--- src/rtl/iatp_pkg.sv ---
package iatp_pkg;
  localparam int unsigned MaxTick = 255;
  localparam int unsigned InW = 40;
  localparam int unsigned OutW = 32;

  typedef enum logic [3:0] {
    OP_READ = 4'd0, OP_WRITE = 4'd1, OP_TICK = 4'd2, OP_PINS_A = 4'd3,
    OP_PINS_B = 4'd4, OP_CA1 = 4'd5, OP_CA2 = 4'd6, OP_CB1 = 4'd7, OP_CB2 = 4'd8
  } op_e;

  // bus register numbers
  localparam logic [3:0] RegOrb = 4'd0, RegOra = 4'd1, RegDdrb = 4'd2, RegDdra = 4'd3;
  localparam logic [3:0] RegT1cl = 4'd4, RegT1ch = 4'd5, RegT1ll = 4'd6, RegT1lh = 4'd7;
  localparam logic [3:0] RegT2cl = 4'd8, RegT2ch = 4'd9, RegSr = 4'd10, RegAcr = 4'd11;
  localparam logic [3:0] RegPcr = 4'd12, RegIfr = 4'd13, RegIer = 4'd14, RegOraNh = 4'd15;

  typedef enum logic [2:0] {
    ST_IDLE, ST_EXEC, ST_MOD, ST_FIN, ST_OUT
  } state_e;

  // controller -> datapath
  typedef struct packed {
    logic load;     // capture word
    logic exec;     // apply item
    logic mod_start;
    logic mod_step;
    logic fin;      // finish free-run reload
  } cmd_t;

  // datapath -> controller
  typedef struct packed {
    logic need_mod;
    logic mod_done;
  } sts_t;
endpackage

--- src/rtl/interface_adapter_timers_ports.sv ---
// channel   | dir | tdata fields (low bit up)
// s_axis    | in  | opcode[3:0] reg_index[7:4] write_data[15:8] pin_value[23:16]
//           |     | line_level[24] cycles[32:25], zero to bit 39
// m_axis    | out | read_data[7:0] irq[8] port_a_out[16:9] port_b_out[24:17]
//           |     | port_a_changed[25] port_b_changed[26], zero to bit 31
// One word at a time: accept, execute, then result; a tick that expires
// free-running timer 1 adds an 8-step restoring modulo on the overshoot and a
// reload step before the output state, which offers the result. Input is
// taken again the cycle after the result is taken.
// Reset (async, rst_ni low) sets all registers to their reset values; a stalled result holds.
module interface_adapter_timers_ports (
  input  logic        clk_i,
  input  logic        rst_ni,
  input  logic        s_axis_tvalid,
  output logic        s_axis_tready,
  input  logic [39:0] s_axis_tdata,  // opcode, reg_index, write_data, pin_value, line_level, cycles
  output logic        m_axis_tvalid,
  input  logic        m_axis_tready,
  output logic [31:0] m_axis_tdata   // read_data, irq, port_a_out, port_b_out, a_changed, b_changed
);
  iatp_pkg::cmd_t cmd;
  iatp_pkg::sts_t sts;
  logic [iatp_pkg::InW-1:0] word;

  // repack cycles to the datapath's byte-aligned slot
  assign word = {s_axis_tdata[32:25], 7'd0, s_axis_tdata[24:0]};

  iatp_ctrl u_ctrl (
    .clk_i(clk_i), .rst_ni(rst_ni),
    .in_valid_i(s_axis_tvalid), .in_ready_o(s_axis_tready),
    .out_valid_o(m_axis_tvalid), .out_ready_i(m_axis_tready),
    .sts_i(sts), .cmd_o(cmd)
  );

  iatp_dp u_dp (
    .clk_i(clk_i), .rst_ni(rst_ni), .in_word_i(word),
    .cmd_i(cmd), .sts_o(sts), .out_word_o(m_axis_tdata)
  );
endmodule

--- src/rtl/iatp_ctrl.sv ---
module iatp_ctrl (
  input  logic             clk_i,
  input  logic             rst_ni,
  input  logic             in_valid_i,
  output logic             in_ready_o,
  output logic             out_valid_o,
  input  logic             out_ready_i,
  input  iatp_pkg::sts_t   sts_i,
  output iatp_pkg::cmd_t   cmd_o
);
  iatp_pkg::state_e state_q, state_d;

  always_ff @(posedge clk_i or negedge rst_ni) begin
    if (!rst_ni) state_q <= iatp_pkg::ST_IDLE;
    else state_q <= state_d;
  end

  always_comb begin
    state_d = state_q;
    cmd_o = '0;
    in_ready_o = 1'b0;
    out_valid_o = 1'b0;
    case (state_q)
      iatp_pkg::ST_IDLE: begin
        in_ready_o = 1'b1;
        if (in_valid_i) begin
          cmd_o.load = 1'b1;
          state_d = iatp_pkg::ST_EXEC;
        end
      end
      iatp_pkg::ST_EXEC: begin
        cmd_o.exec = 1'b1;
        if (sts_i.need_mod) begin
          cmd_o.mod_start = 1'b1;
          state_d = iatp_pkg::ST_MOD;
        end else state_d = iatp_pkg::ST_OUT;
      end
      iatp_pkg::ST_MOD: begin
        cmd_o.mod_step = 1'b1;
        if (sts_i.mod_done) state_d = iatp_pkg::ST_FIN;
      end
      iatp_pkg::ST_FIN: begin
        cmd_o.fin = 1'b1;
        state_d = iatp_pkg::ST_OUT;
      end
      iatp_pkg::ST_OUT: begin
        out_valid_o = 1'b1;
        if (out_ready_i) state_d = iatp_pkg::ST_IDLE;
      end
      default: state_d = iatp_pkg::ST_IDLE;
    endcase
  end
endmodule

--- src/rtl/iatp_dp.sv ---
module iatp_dp (
  input  logic                          clk_i,
  input  logic                          rst_ni,
  input  logic [iatp_pkg::InW-1:0]      in_word_i,
  input  iatp_pkg::cmd_t                cmd_i,
  output iatp_pkg::sts_t                sts_o,
  output logic [iatp_pkg::OutW-1:0]     out_word_o
);
  localparam logic [6:0] FCa2 = 7'h01, FCa1 = 7'h02, FSr = 7'h04, FCb2 = 7'h08;
  localparam logic [6:0] FCb1 = 7'h10, FT2 = 7'h20, FT1 = 7'h40;
  localparam logic [16:0] CntIdle = 17'h10000;

  logic [iatp_pkg::InW-1:0] in_q;
  logic [7:0] ora_q, orb_q, dda_q, ddb_q, pa_q, pb_q, acr_q, pcr_q, sr_q, rd_q;
  logic [15:0] l1_q, l2_q;
  logic [16:0] c1_q, c2_q;
  logic a1_q, a2_q, pb7_q, cha_q, chb_q;
  logic [6:0] ifr_q, ier_q;
  logic [3:0] lines_q;
  // modulo unit: after % period, one quotient bit per step
  logic [7:0] rem_q, quo_q;
  logic [16:0] per_q;
  logic [3:0] bit_q;

  logic [3:0] op, ri;
  logic [7:0] wd, pv, cy;
  logic lv;
  assign op = in_q[3:0];
  assign ri = in_q[7:4];
  assign wd = in_q[15:8];
  assign pv = in_q[23:16];
  assign lv = in_q[24];
  assign cy = in_q[39:32];

  function automatic logic [6:0] clr_a(input logic [6:0] f, input logic [7:0] pcr);
    logic [6:0] r;
    r = f & ~FCa1;
    if ((pcr & 8'h0a) != 8'h02) r = r & ~FCa2;
    return r;
  endfunction
  function automatic logic [6:0] clr_b(input logic [6:0] f, input logic [7:0] pcr);
    logic [6:0] r;
    r = f & ~FCb1;
    if ((pcr & 8'ha0) != 8'h20) r = r & ~FCb2;
    return r;
  endfunction

  logic [7:0] pina, pinb, rdv;
  logic [16:0] c1m, c2m, t1after;
  logic [16:0] n17;
  logic t1_exp, cha_set, chb_set;
  assign pina = (pa_q & ~dda_q) | (ora_q & dda_q);
  assign pinb = (pb_q & ~ddb_q) | (orb_q & ddb_q);
  assign c1m = c1_q - 17'd1;
  assign c2m = c2_q - 17'd1;
  assign n17 = {9'd0, cy};
  assign t1after = n17 - c1_q;
  assign t1_exp = (cy != 8'd0) && a1_q && (n17 >= c1_q);
  assign sts_o.need_mod = (op == iatp_pkg::OP_TICK) && t1_exp && acr_q[6];
  assign sts_o.mod_done = (bit_q == 4'd0);

  // which items re-report the port outputs
  assign cha_set = (op == iatp_pkg::OP_WRITE) &&
                   (ri == iatp_pkg::RegOra || ri == iatp_pkg::RegOraNh ||
                    ri == iatp_pkg::RegDdra);
  assign chb_set = ((op == iatp_pkg::OP_WRITE) &&
                    (ri == iatp_pkg::RegOrb || ri == iatp_pkg::RegDdrb ||
                     ri == iatp_pkg::RegAcr || (ri == iatp_pkg::RegT1ch && acr_q[7]))) ||
                   ((op == iatp_pkg::OP_TICK) && t1_exp && !acr_q[6] && acr_q[7]);

  always_comb begin
    case (ri)
      iatp_pkg::RegOrb: rdv = acr_q[7] ? {pb7_q, pinb[6:0]} : pinb;
      iatp_pkg::RegOra: rdv = pina;
      iatp_pkg::RegDdrb: rdv = ddb_q;
      iatp_pkg::RegDdra: rdv = dda_q;
      iatp_pkg::RegT1cl: rdv = c1m[7:0];
      iatp_pkg::RegT1ch: rdv = c1m[15:8];
      iatp_pkg::RegT1ll: rdv = l1_q[7:0];
      iatp_pkg::RegT1lh: rdv = l1_q[15:8];
      iatp_pkg::RegT2cl: rdv = c2m[7:0];
      iatp_pkg::RegT2ch: rdv = c2m[15:8];
      iatp_pkg::RegSr: rdv = sr_q;
      iatp_pkg::RegAcr: rdv = acr_q;
      iatp_pkg::RegPcr: rdv = pcr_q;
      iatp_pkg::RegIfr: rdv = {|(ifr_q & ier_q), ifr_q};
      iatp_pkg::RegIer: rdv = {1'b1, ier_q};
      default: rdv = pina;
    endcase
  end

  // trial subtract for restoring division of rem by period
  logic [24:0] trial;
  logic [16:0] newcnt;
  assign trial = {17'd0, rem_q} - ({8'd0, per_q} << bit_q[2:0]);
  assign newcnt = per_q - {9'd0, rem_q};

  always_ff @(posedge clk_i or negedge rst_ni) begin
    if (!rst_ni) begin
      ora_q <= '0; orb_q <= '0; dda_q <= '0; ddb_q <= '0;
      pa_q <= 8'hff; pb_q <= 8'hff; l1_q <= 16'hffff; l2_q <= 16'hffff;
      c1_q <= CntIdle; c2_q <= CntIdle; a1_q <= 1'b0; a2_q <= 1'b0;
      ifr_q <= '0; ier_q <= '0; acr_q <= '0; pcr_q <= '0; sr_q <= '0;
      pb7_q <= 1'b0; lines_q <= '0; rd_q <= '0; cha_q <= 1'b0; chb_q <= 1'b0;
      rem_q <= '0; quo_q <= '0; per_q <= '0; bit_q <= '0; in_q <= '0;
    end else begin
      if (cmd_i.load) in_q <= in_word_i;
      if (cmd_i.mod_start) begin
        rem_q <= t1after[7:0];
        quo_q <= '0;
        per_q <= {1'b0, l1_q} + 17'd1;
        bit_q <= 4'd7;
      end
      if (cmd_i.mod_step) begin
        if (!trial[24]) begin
          rem_q <= trial[7:0];
          quo_q <= quo_q | (8'd1 << bit_q[2:0]);
        end
        if (bit_q != 4'd0) bit_q <= bit_q - 4'd1;
      end
      if (cmd_i.fin) begin
        c1_q <= newcnt;
        // unders = 1 + quotient; toggle when odd, i.e. quotient even
        if (acr_q[7] && !quo_q[0]) begin
          pb7_q <= ~pb7_q;
          chb_q <= 1'b1;
        end
      end
      if (cmd_i.exec) begin
        rd_q <= (op == iatp_pkg::OP_READ) ? rdv : 8'd0;
        cha_q <= cha_set;
        chb_q <= chb_set;
        case (op)
          iatp_pkg::OP_READ: begin
            case (ri)
              iatp_pkg::RegOrb: ifr_q <= clr_b(ifr_q, pcr_q);
              iatp_pkg::RegOra: ifr_q <= clr_a(ifr_q, pcr_q);
              iatp_pkg::RegT1cl: ifr_q <= ifr_q & ~FT1;
              iatp_pkg::RegT2cl: ifr_q <= ifr_q & ~FT2;
              iatp_pkg::RegSr: ifr_q <= ifr_q & ~FSr;
              default: ;
            endcase
          end
          iatp_pkg::OP_WRITE: begin
            case (ri)
              iatp_pkg::RegOrb: begin ifr_q <= clr_b(ifr_q, pcr_q); orb_q <= wd; end
              iatp_pkg::RegOra: begin ifr_q <= clr_a(ifr_q, pcr_q); ora_q <= wd; end
              iatp_pkg::RegOraNh: ora_q <= wd;
              iatp_pkg::RegDdrb: ddb_q <= wd;
              iatp_pkg::RegDdra: dda_q <= wd;
              iatp_pkg::RegT1cl, iatp_pkg::RegT1ll: l1_q[7:0] <= wd;
              iatp_pkg::RegT1ch: begin
                l1_q[15:8] <= wd;
                c1_q <= {1'b0, wd, l1_q[7:0]} + 17'd1;
                a1_q <= 1'b1;
                ifr_q <= ifr_q & ~FT1;
                pb7_q <= 1'b0;
              end
              iatp_pkg::RegT1lh: begin l1_q[15:8] <= wd; ifr_q <= ifr_q & ~FT1; end
              iatp_pkg::RegT2cl: l2_q[7:0] <= wd;
              iatp_pkg::RegT2ch: begin
                l2_q[15:8] <= wd;
                c2_q <= {1'b0, wd, l2_q[7:0]} + 17'd1;
                a2_q <= 1'b1;
                ifr_q <= ifr_q & ~FT2;
              end
              iatp_pkg::RegSr: begin sr_q <= wd; ifr_q <= ifr_q & ~FSr; end
              iatp_pkg::RegAcr: begin
                if (wd[7] && !acr_q[7]) pb7_q <= 1'b1;
                acr_q <= wd;
              end
              iatp_pkg::RegPcr: pcr_q <= wd;
              iatp_pkg::RegIfr: ifr_q <= ifr_q & ~wd[6:0];
              default: begin
                if (wd[7]) ier_q <= ier_q | wd[6:0];
                else ier_q <= ier_q & ~wd[6:0];
              end
            endcase
          end
          iatp_pkg::OP_TICK: begin
            if (cy != 8'd0) begin
              logic [6:0] f;
              f = ifr_q;
              if (a1_q) begin
                if (n17 < c1_q) c1_q <= c1_q - n17;
                else begin
                  f = f | FT1;
                  // free-running reload is finished by the modulo unit
                  if (!acr_q[6]) begin
                    a1_q <= 1'b0;
                    c1_q <= CntIdle;
                    if (acr_q[7]) pb7_q <= 1'b1;
                  end
                end
              end
              if (a2_q && !acr_q[5]) begin
                if (n17 < c2_q) c2_q <= c2_q - n17;
                else begin
                  c2_q <= CntIdle; a2_q <= 1'b0; f = f | FT2;
                end
              end
              ifr_q <= f;
            end
          end
          iatp_pkg::OP_PINS_A: pa_q <= pv;
          iatp_pkg::OP_PINS_B: begin
            pb_q <= pv;
            if (pb_q[6] && !pv[6] && acr_q[5] && a2_q) begin
              if (c2_q > 17'd1) c2_q <= c2_q - 17'd1;
              else begin c2_q <= CntIdle; a2_q <= 1'b0; ifr_q <= ifr_q | FT2; end
            end
          end
          iatp_pkg::OP_CA1: begin
            if (lines_q[0] != lv && lv == pcr_q[0]) ifr_q <= ifr_q | FCa1;
            lines_q[0] <= lv;
          end
          iatp_pkg::OP_CA2: begin
            if (!pcr_q[3] && lines_q[1] != lv && lv == pcr_q[2]) ifr_q <= ifr_q | FCa2;
            lines_q[1] <= lv;
          end
          iatp_pkg::OP_CB1: begin
            if (lines_q[2] != lv && lv == pcr_q[4]) ifr_q <= ifr_q | FCb1;
            lines_q[2] <= lv;
          end
          iatp_pkg::OP_CB2: begin
            if (!pcr_q[7] && lines_q[3] != lv && lv == pcr_q[6]) ifr_q <= ifr_q | FCb2;
            lines_q[3] <= lv;
          end
          default: ;
        endcase
      end
    end
  end

  logic [7:0] pbo;
  assign pbo = acr_q[7] ? {pb7_q, (orb_q[6:0] | ~ddb_q[6:0])} : (orb_q | ~ddb_q);
  assign out_word_o = {5'd0, chb_q, cha_q, pbo, (ora_q | ~dda_q),
                       |(ifr_q & ier_q), rd_q};
endmodule

--- config.mk ---
export PLATFORM = sky130hd
export DESIGN_NAME = interface_adapter_timers_ports
export DESIGN_NICKNAME = d
export VERILOG_FILES = /design/src/rtl/iatp_pkg.sv /design/src/rtl/interface_adapter_timers_ports.sv /design/src/rtl/iatp_ctrl.sv /design/src/rtl/iatp_dp.sv
export SDC_FILE = /design/constraint.sdc
export NUM_CORES = 1
export LEC_CHECK = 0
export BUFFER_PORTS_ARGS = -buffer_cell sky130_fd_sc_hd__clkbuf_2
export CORE_ASPECT_RATIO = 1.5
export CORE_MARGIN = 2
export CORE_UTILIZATION = 55
export DETAILED_ROUTE_END_ITERATION = 16
export PLACE_DENSITY = 0.83
export SYNTH_ARGS = -nofsm -noshare
export SYNTH_HDL_FRONTEND = slang
export SYNTH_SLANG_ARGS = --single-unit
--- constraint.sdc ---
create_clock -name clk_i -period 7.85 [get_ports clk_i]
set_input_delay 0.785 -clock clk_i [delete_from_list [all_inputs] [get_ports clk_i]]
set_output_delay 0.785 -clock clk_i [all_outputs]
set_load 0.05 [all_outputs]
==> results.env <==
PERIOD_MINUS_SLACK_NS=4.08
SETUP.REG_TO_REG.WORST_SLACK_NS=3.77
CLOCK-ROOT-BUFFER='clkbuf_16'
DRV_CAP=0
NUMBER_OF_DIODES=0
YS_SEQ_ELEMENTS=227
YS_TYPES=83
GLOBALROUTEOVERFLOWTOTAL=0
VDD_IR_DROP_MAX_V=0.000343
FINALHOLDVIOLATIONS=0
TIMING.RR.END='u_dp.rem_q[5]'
FINALWEIGHTEDCONGESTION=1.07
CRITPATHSLOWESTCELL='a2111oi_4'
SYNTHESIS.INSTANCES=1674
CRITPATHKIND='flop to flop'
GLOBALROUTETOTALUTIL=0.334
DIE-WIDTH_UM=140
FIN_NETS=1783
DETAILEDROUTE.FIRSTITERATIONVIOLATIONS=1589
WORSTREG2REGSTART='u_dp.bit_q[0]'
TOTAL_LEAKAGE_POWER_nW=7.00
POST_CTS_RESIZED=0
MAX_SLEW_MARGIN=0.114
POST_CTS.REPAIR.SETUP_BUFFERS=0
CRITICAL_PATH.TOP_DELAY_FAMILY='compound AO/OA/AOI/OAI gates'
COUNT_OF_UNRESOLVED_DRC_VIOLATIONS_AFTER_ROUTING=0
STD_CELL_ROWS=74
VIA_COUNT=13900
STDCELL_COUNT=2048
NUM_IO_PINS=78
WORST_PATH_BUF_INV=0
ANTENNA_FOUND_INITIAL=1
FIN_CRIT_SH=0.520
SYNTHTOLAYOUTAREAGROWTH_PCT=9.44
TIMING.CRITICAL_PATH.TO_TYPE='flop'
CTS_SINKS=227
FP.DIEH_UM=207
WORST_EP_ARRIVAL_TIME_NS=4.53
MAPPEDNETLISTAREA_UM2=15200
DRT_PRE_ANTENNA_ITERS=8
FIN_TNS_SETUP_NS=0
POWER-PER-CELL-AREA_nW_PER_UM2=423
MAX_FREQ_MHz=245
FINALMAXSLEWVIOLATIONS=0
CTS_INSERTED_BUFFERS=24
POSTSYNTHAREAPERCELL_UM2=9.07
HTREEDEPTH=1
ASYNC_FLOP_SHARE=1.00
CLOCK_NETWORK_FRACTION_OF_DESIGN_POWER=0.191
CTSHOLDBUFFERS=0
NETSWITCHINGPOWER_mW=3.33
CTS_TREE='built'
CP_CELL_SEQUENCE='nor3_1, and2_1, ha_1, fa_1, nor2b_1, o21ai_0, a21boi_0, o311ai_0, a2111oi_4, mux2_2'
SHARE_SEQ_OF_TOTAL_POWER=0.290
LAYOUT-DRIVE-GT1-SHARE=0.183
LARGEST_NET_DEGREE_AT_THE_START_OF_GLOBAL_ROUTING=88
INTERNAL_POWER_mW=3.69
FIN_WORST_SKEW_NS=0.0239
WL_PER_CELL_UM=23.9
YS_SEQ_AREA_FRAC=0.378
NUM-FILL-CELLS=2308
POST_CTS_CLOCK_SLEW_AT_THE_LAUNCH_AND_CAPTURE_REGISTERS_OF_THE_WORST_SETUP_AND_HOLD_PATHS_NS=0.07
STARTPOINT_TYPE='flop'
FIRST_PASS_GRT_WIRE_LENGTH_UM=76400
SETUP_VIOL=0
SWSHARE=0.474
NUMBER_OF_PLACED_INSTANCES_WITH_TAPS_INCLUDED=2004
CORE_AREA_UM2=27200
R2R_CELLS=10
HOLD_CLASS='input pin to asynchronous set/reset pin'
POSTROUTEANTENNANETS=0
WORST_PIN_SLEW_NS=1.33
CLOCK_PATH_BUFFERS=3
FP.DIEAREA_UM2=29000
CLOCK_LATENCY_NS=0.55
REQUIRED_NS=8.29
CRITICAL_PATH.MAX_FANOUT=17
DRT-TOTAL-WL_UM=49000
RUN_STATUS='finished, final reports clean'
GRT_PASS1_VIAS=13700
FINALCOREUTILIZATION=0.610
DP_HPWL_UM=35700
FLOORPLAN.INITIALDENSITY=0.558
IO_BUFFERS=65
SYNTHFLOPTYPE='dfrtp_1'
SYNTH-WARNING-COUNT=0
COMBINATIONAL_POWER_SHARE=0.518
TIMING.CRITICAL_PATH.SLOWEST_CELL_DELAY_NS=0.87
NUMBER_OF_ENABLE_TYPE_REGISTER_CELLS_IN_THE_SYNTHESIZED_NETLIST=0
VIA_COUNT_NORMALIZED_BY_INSTANCE_COUNT=6.76
RSZ_0062_RAISED_AFTER_GLOBAL_ROUTING='false'
-- final cells by class --
type	instances	area, um2	area share
repair buffers	88	508	0.0306
clock buffers	31	667	0.0402
multi-input cells	1282	8760	0.528
inverters	65	244	0.0147
clock inverters	13	268	0.0161
well taps	342	428	0.0258
flip-flops and latches	227	5730	0.345
-- worst max-delay path by stage --
stage                   from            end  cells past startpoint
3_5_place_dp   u_dp.bit_q[0]  u_dp.rem_q[5]                     10
2_1_floorplan  u_dp.bit_q[0]  u_dp.rem_q[5]                     12
4_1_cts        u_dp.bit_q[0]  u_dp.rem_q[5]                     10
6_report       u_dp.bit_q[0]  u_dp.rem_q[5]                     10
5_1_grt        u_dp.bit_q[0]  u_dp.rem_q[5]                     10
3_3_place_gp   u_dp.bit_q[0]  u_dp.rem_q[5]                     10
-- metal layers --
layer,routed length [um],track usage,share of wire,vias up
met2,23500,0.554,0.48,813
met3,3860,0.0542,0.079,243
met1,17200,0.382,0.35,6659
met5,0,0,0,-
li1,-,-,-,6137
met4,4530,0.262,0.092,0
-- Yosys cell counts, types with 9 or more instances --
cell / n / area [um2]
a211oi_1: 16 / 120
nand3b_1: 9 / 67.6
buf_1: 10 / 37.5
xor2_1: 33 / 289
nand4_1: 18 / 113
nand2_1: 173 / 649
and3_1: 16 / 100
mux2_2: 116 / 1310
buf_2: 20 / 100
or3_1: 17 / 106
and2_1: 9 / 56.3
o21a_1: 14 / 105
dfstp_2: 42 / 1100
o211ai_1: 18 / 135
dfrtp_1: 185 / 4630
nor2_1: 115 / 432
nor4_1: 21 / 131
ha_1: 46 / 576
nor2b_1: 25 / 156
a22oi_1: 26 / 195
o22ai_1: 27 / 169
nor3_1: 56 / 280
o21ai_0: 118 / 591
xnor2_1: 62 / 543
nand2b_1: 29 / 181
a21o_1: 10 / 75.1
o31a_1: 10 / 87.6
a21oi_1: 80 / 400
mux2i_1: 12 / 120
inv_1: 63 / 236
nand3_1: 42 / 210
clkbuf_1: 64 / 240
a32o_1: 9 / 90.1
-- power by group through the flow --
stage	sequential [mW]	clock, mW	combinational (mW)
after CTS	2.01	1.35	3.53
after floorplan	1.82	0	2.60
after global placement	2.00	0	3.43
after global routing	2.07	1.40	3.88
final	2.04	1.34	3.64
after detailed placement	2.03	0	3.50
-- kinds of logic after synthesis --
logic type	Yosys count	synth area share
xor gates and xnor gates	95	0.0548
DFF	227	0.378
buffers and inverters	169	0.0464
and+or+nand+nor	568	0.187
AOI/OAI and AO/OA	431	0.189
other	1	0.000247
adders and majority gates	51	0.0445
muxes	132	0.0999
-- stage by stage --
stage / cell area (um2) / setup slack, ns / hold slack, ns / power, mW
after global placement: 15700 / 3.95 / 0.459 / 5.43
final: 16600 / 3.77 / 0.254 / 7.03
after CTS: 16600 / 3.72 / 0.274 / 6.89
after floorplan: 15200 / 4.59 / 0.441 / 4.42
after global routing: 16600 / 3.45 / 0.318 / 7.36
after detailed placement: 15700 / 3.75 / 0.474 / 5.52
-- flip-flops by register name, summed over array words and instances (netlist names), 8 cells and up, named ones only --
register / cells
u_dp.in_q: 33
u_dp.c1_q: 17
u_dp.c2_q: 17
u_dp.per_q: 17
u_dp.l1_q: 16
u_dp.acr_q: 8
u_dp.dda_q: 8
u_dp.ddb_q: 8
u_dp.l2_q: 8
u_dp.ora_q: 8
u_dp.orb_q: 8
u_dp.pa_q: 8
u_dp.pb_q: 8
u_dp.pcr_q: 8
u_dp.rd_q: 8
u_dp.rem_q: 8
u_dp.sr_q: 8
-- cells in the final DEF, fill, tap and decap left out, drive strengths merged, types with 26 or more instances in the layout --
| master | n |
|---|---|
| a22oi | 26 |
| o22ai | 27 |
| nand2b | 29 |
| dfstp | 42 |
| xor2 | 33 |
| dfrtp | 185 |
| o21ai | 119 |
| nor3 | 59 |
| a21oi | 82 |
| ha | 46 |
| inv | 64 |
| nor2 | 115 |
| mux2 | 116 |
| nand2 | 174 |
| xnor2 | 62 |
| nand3 | 42 |
| clkbuf | 95 |
(Power assumes the default switching activity.)
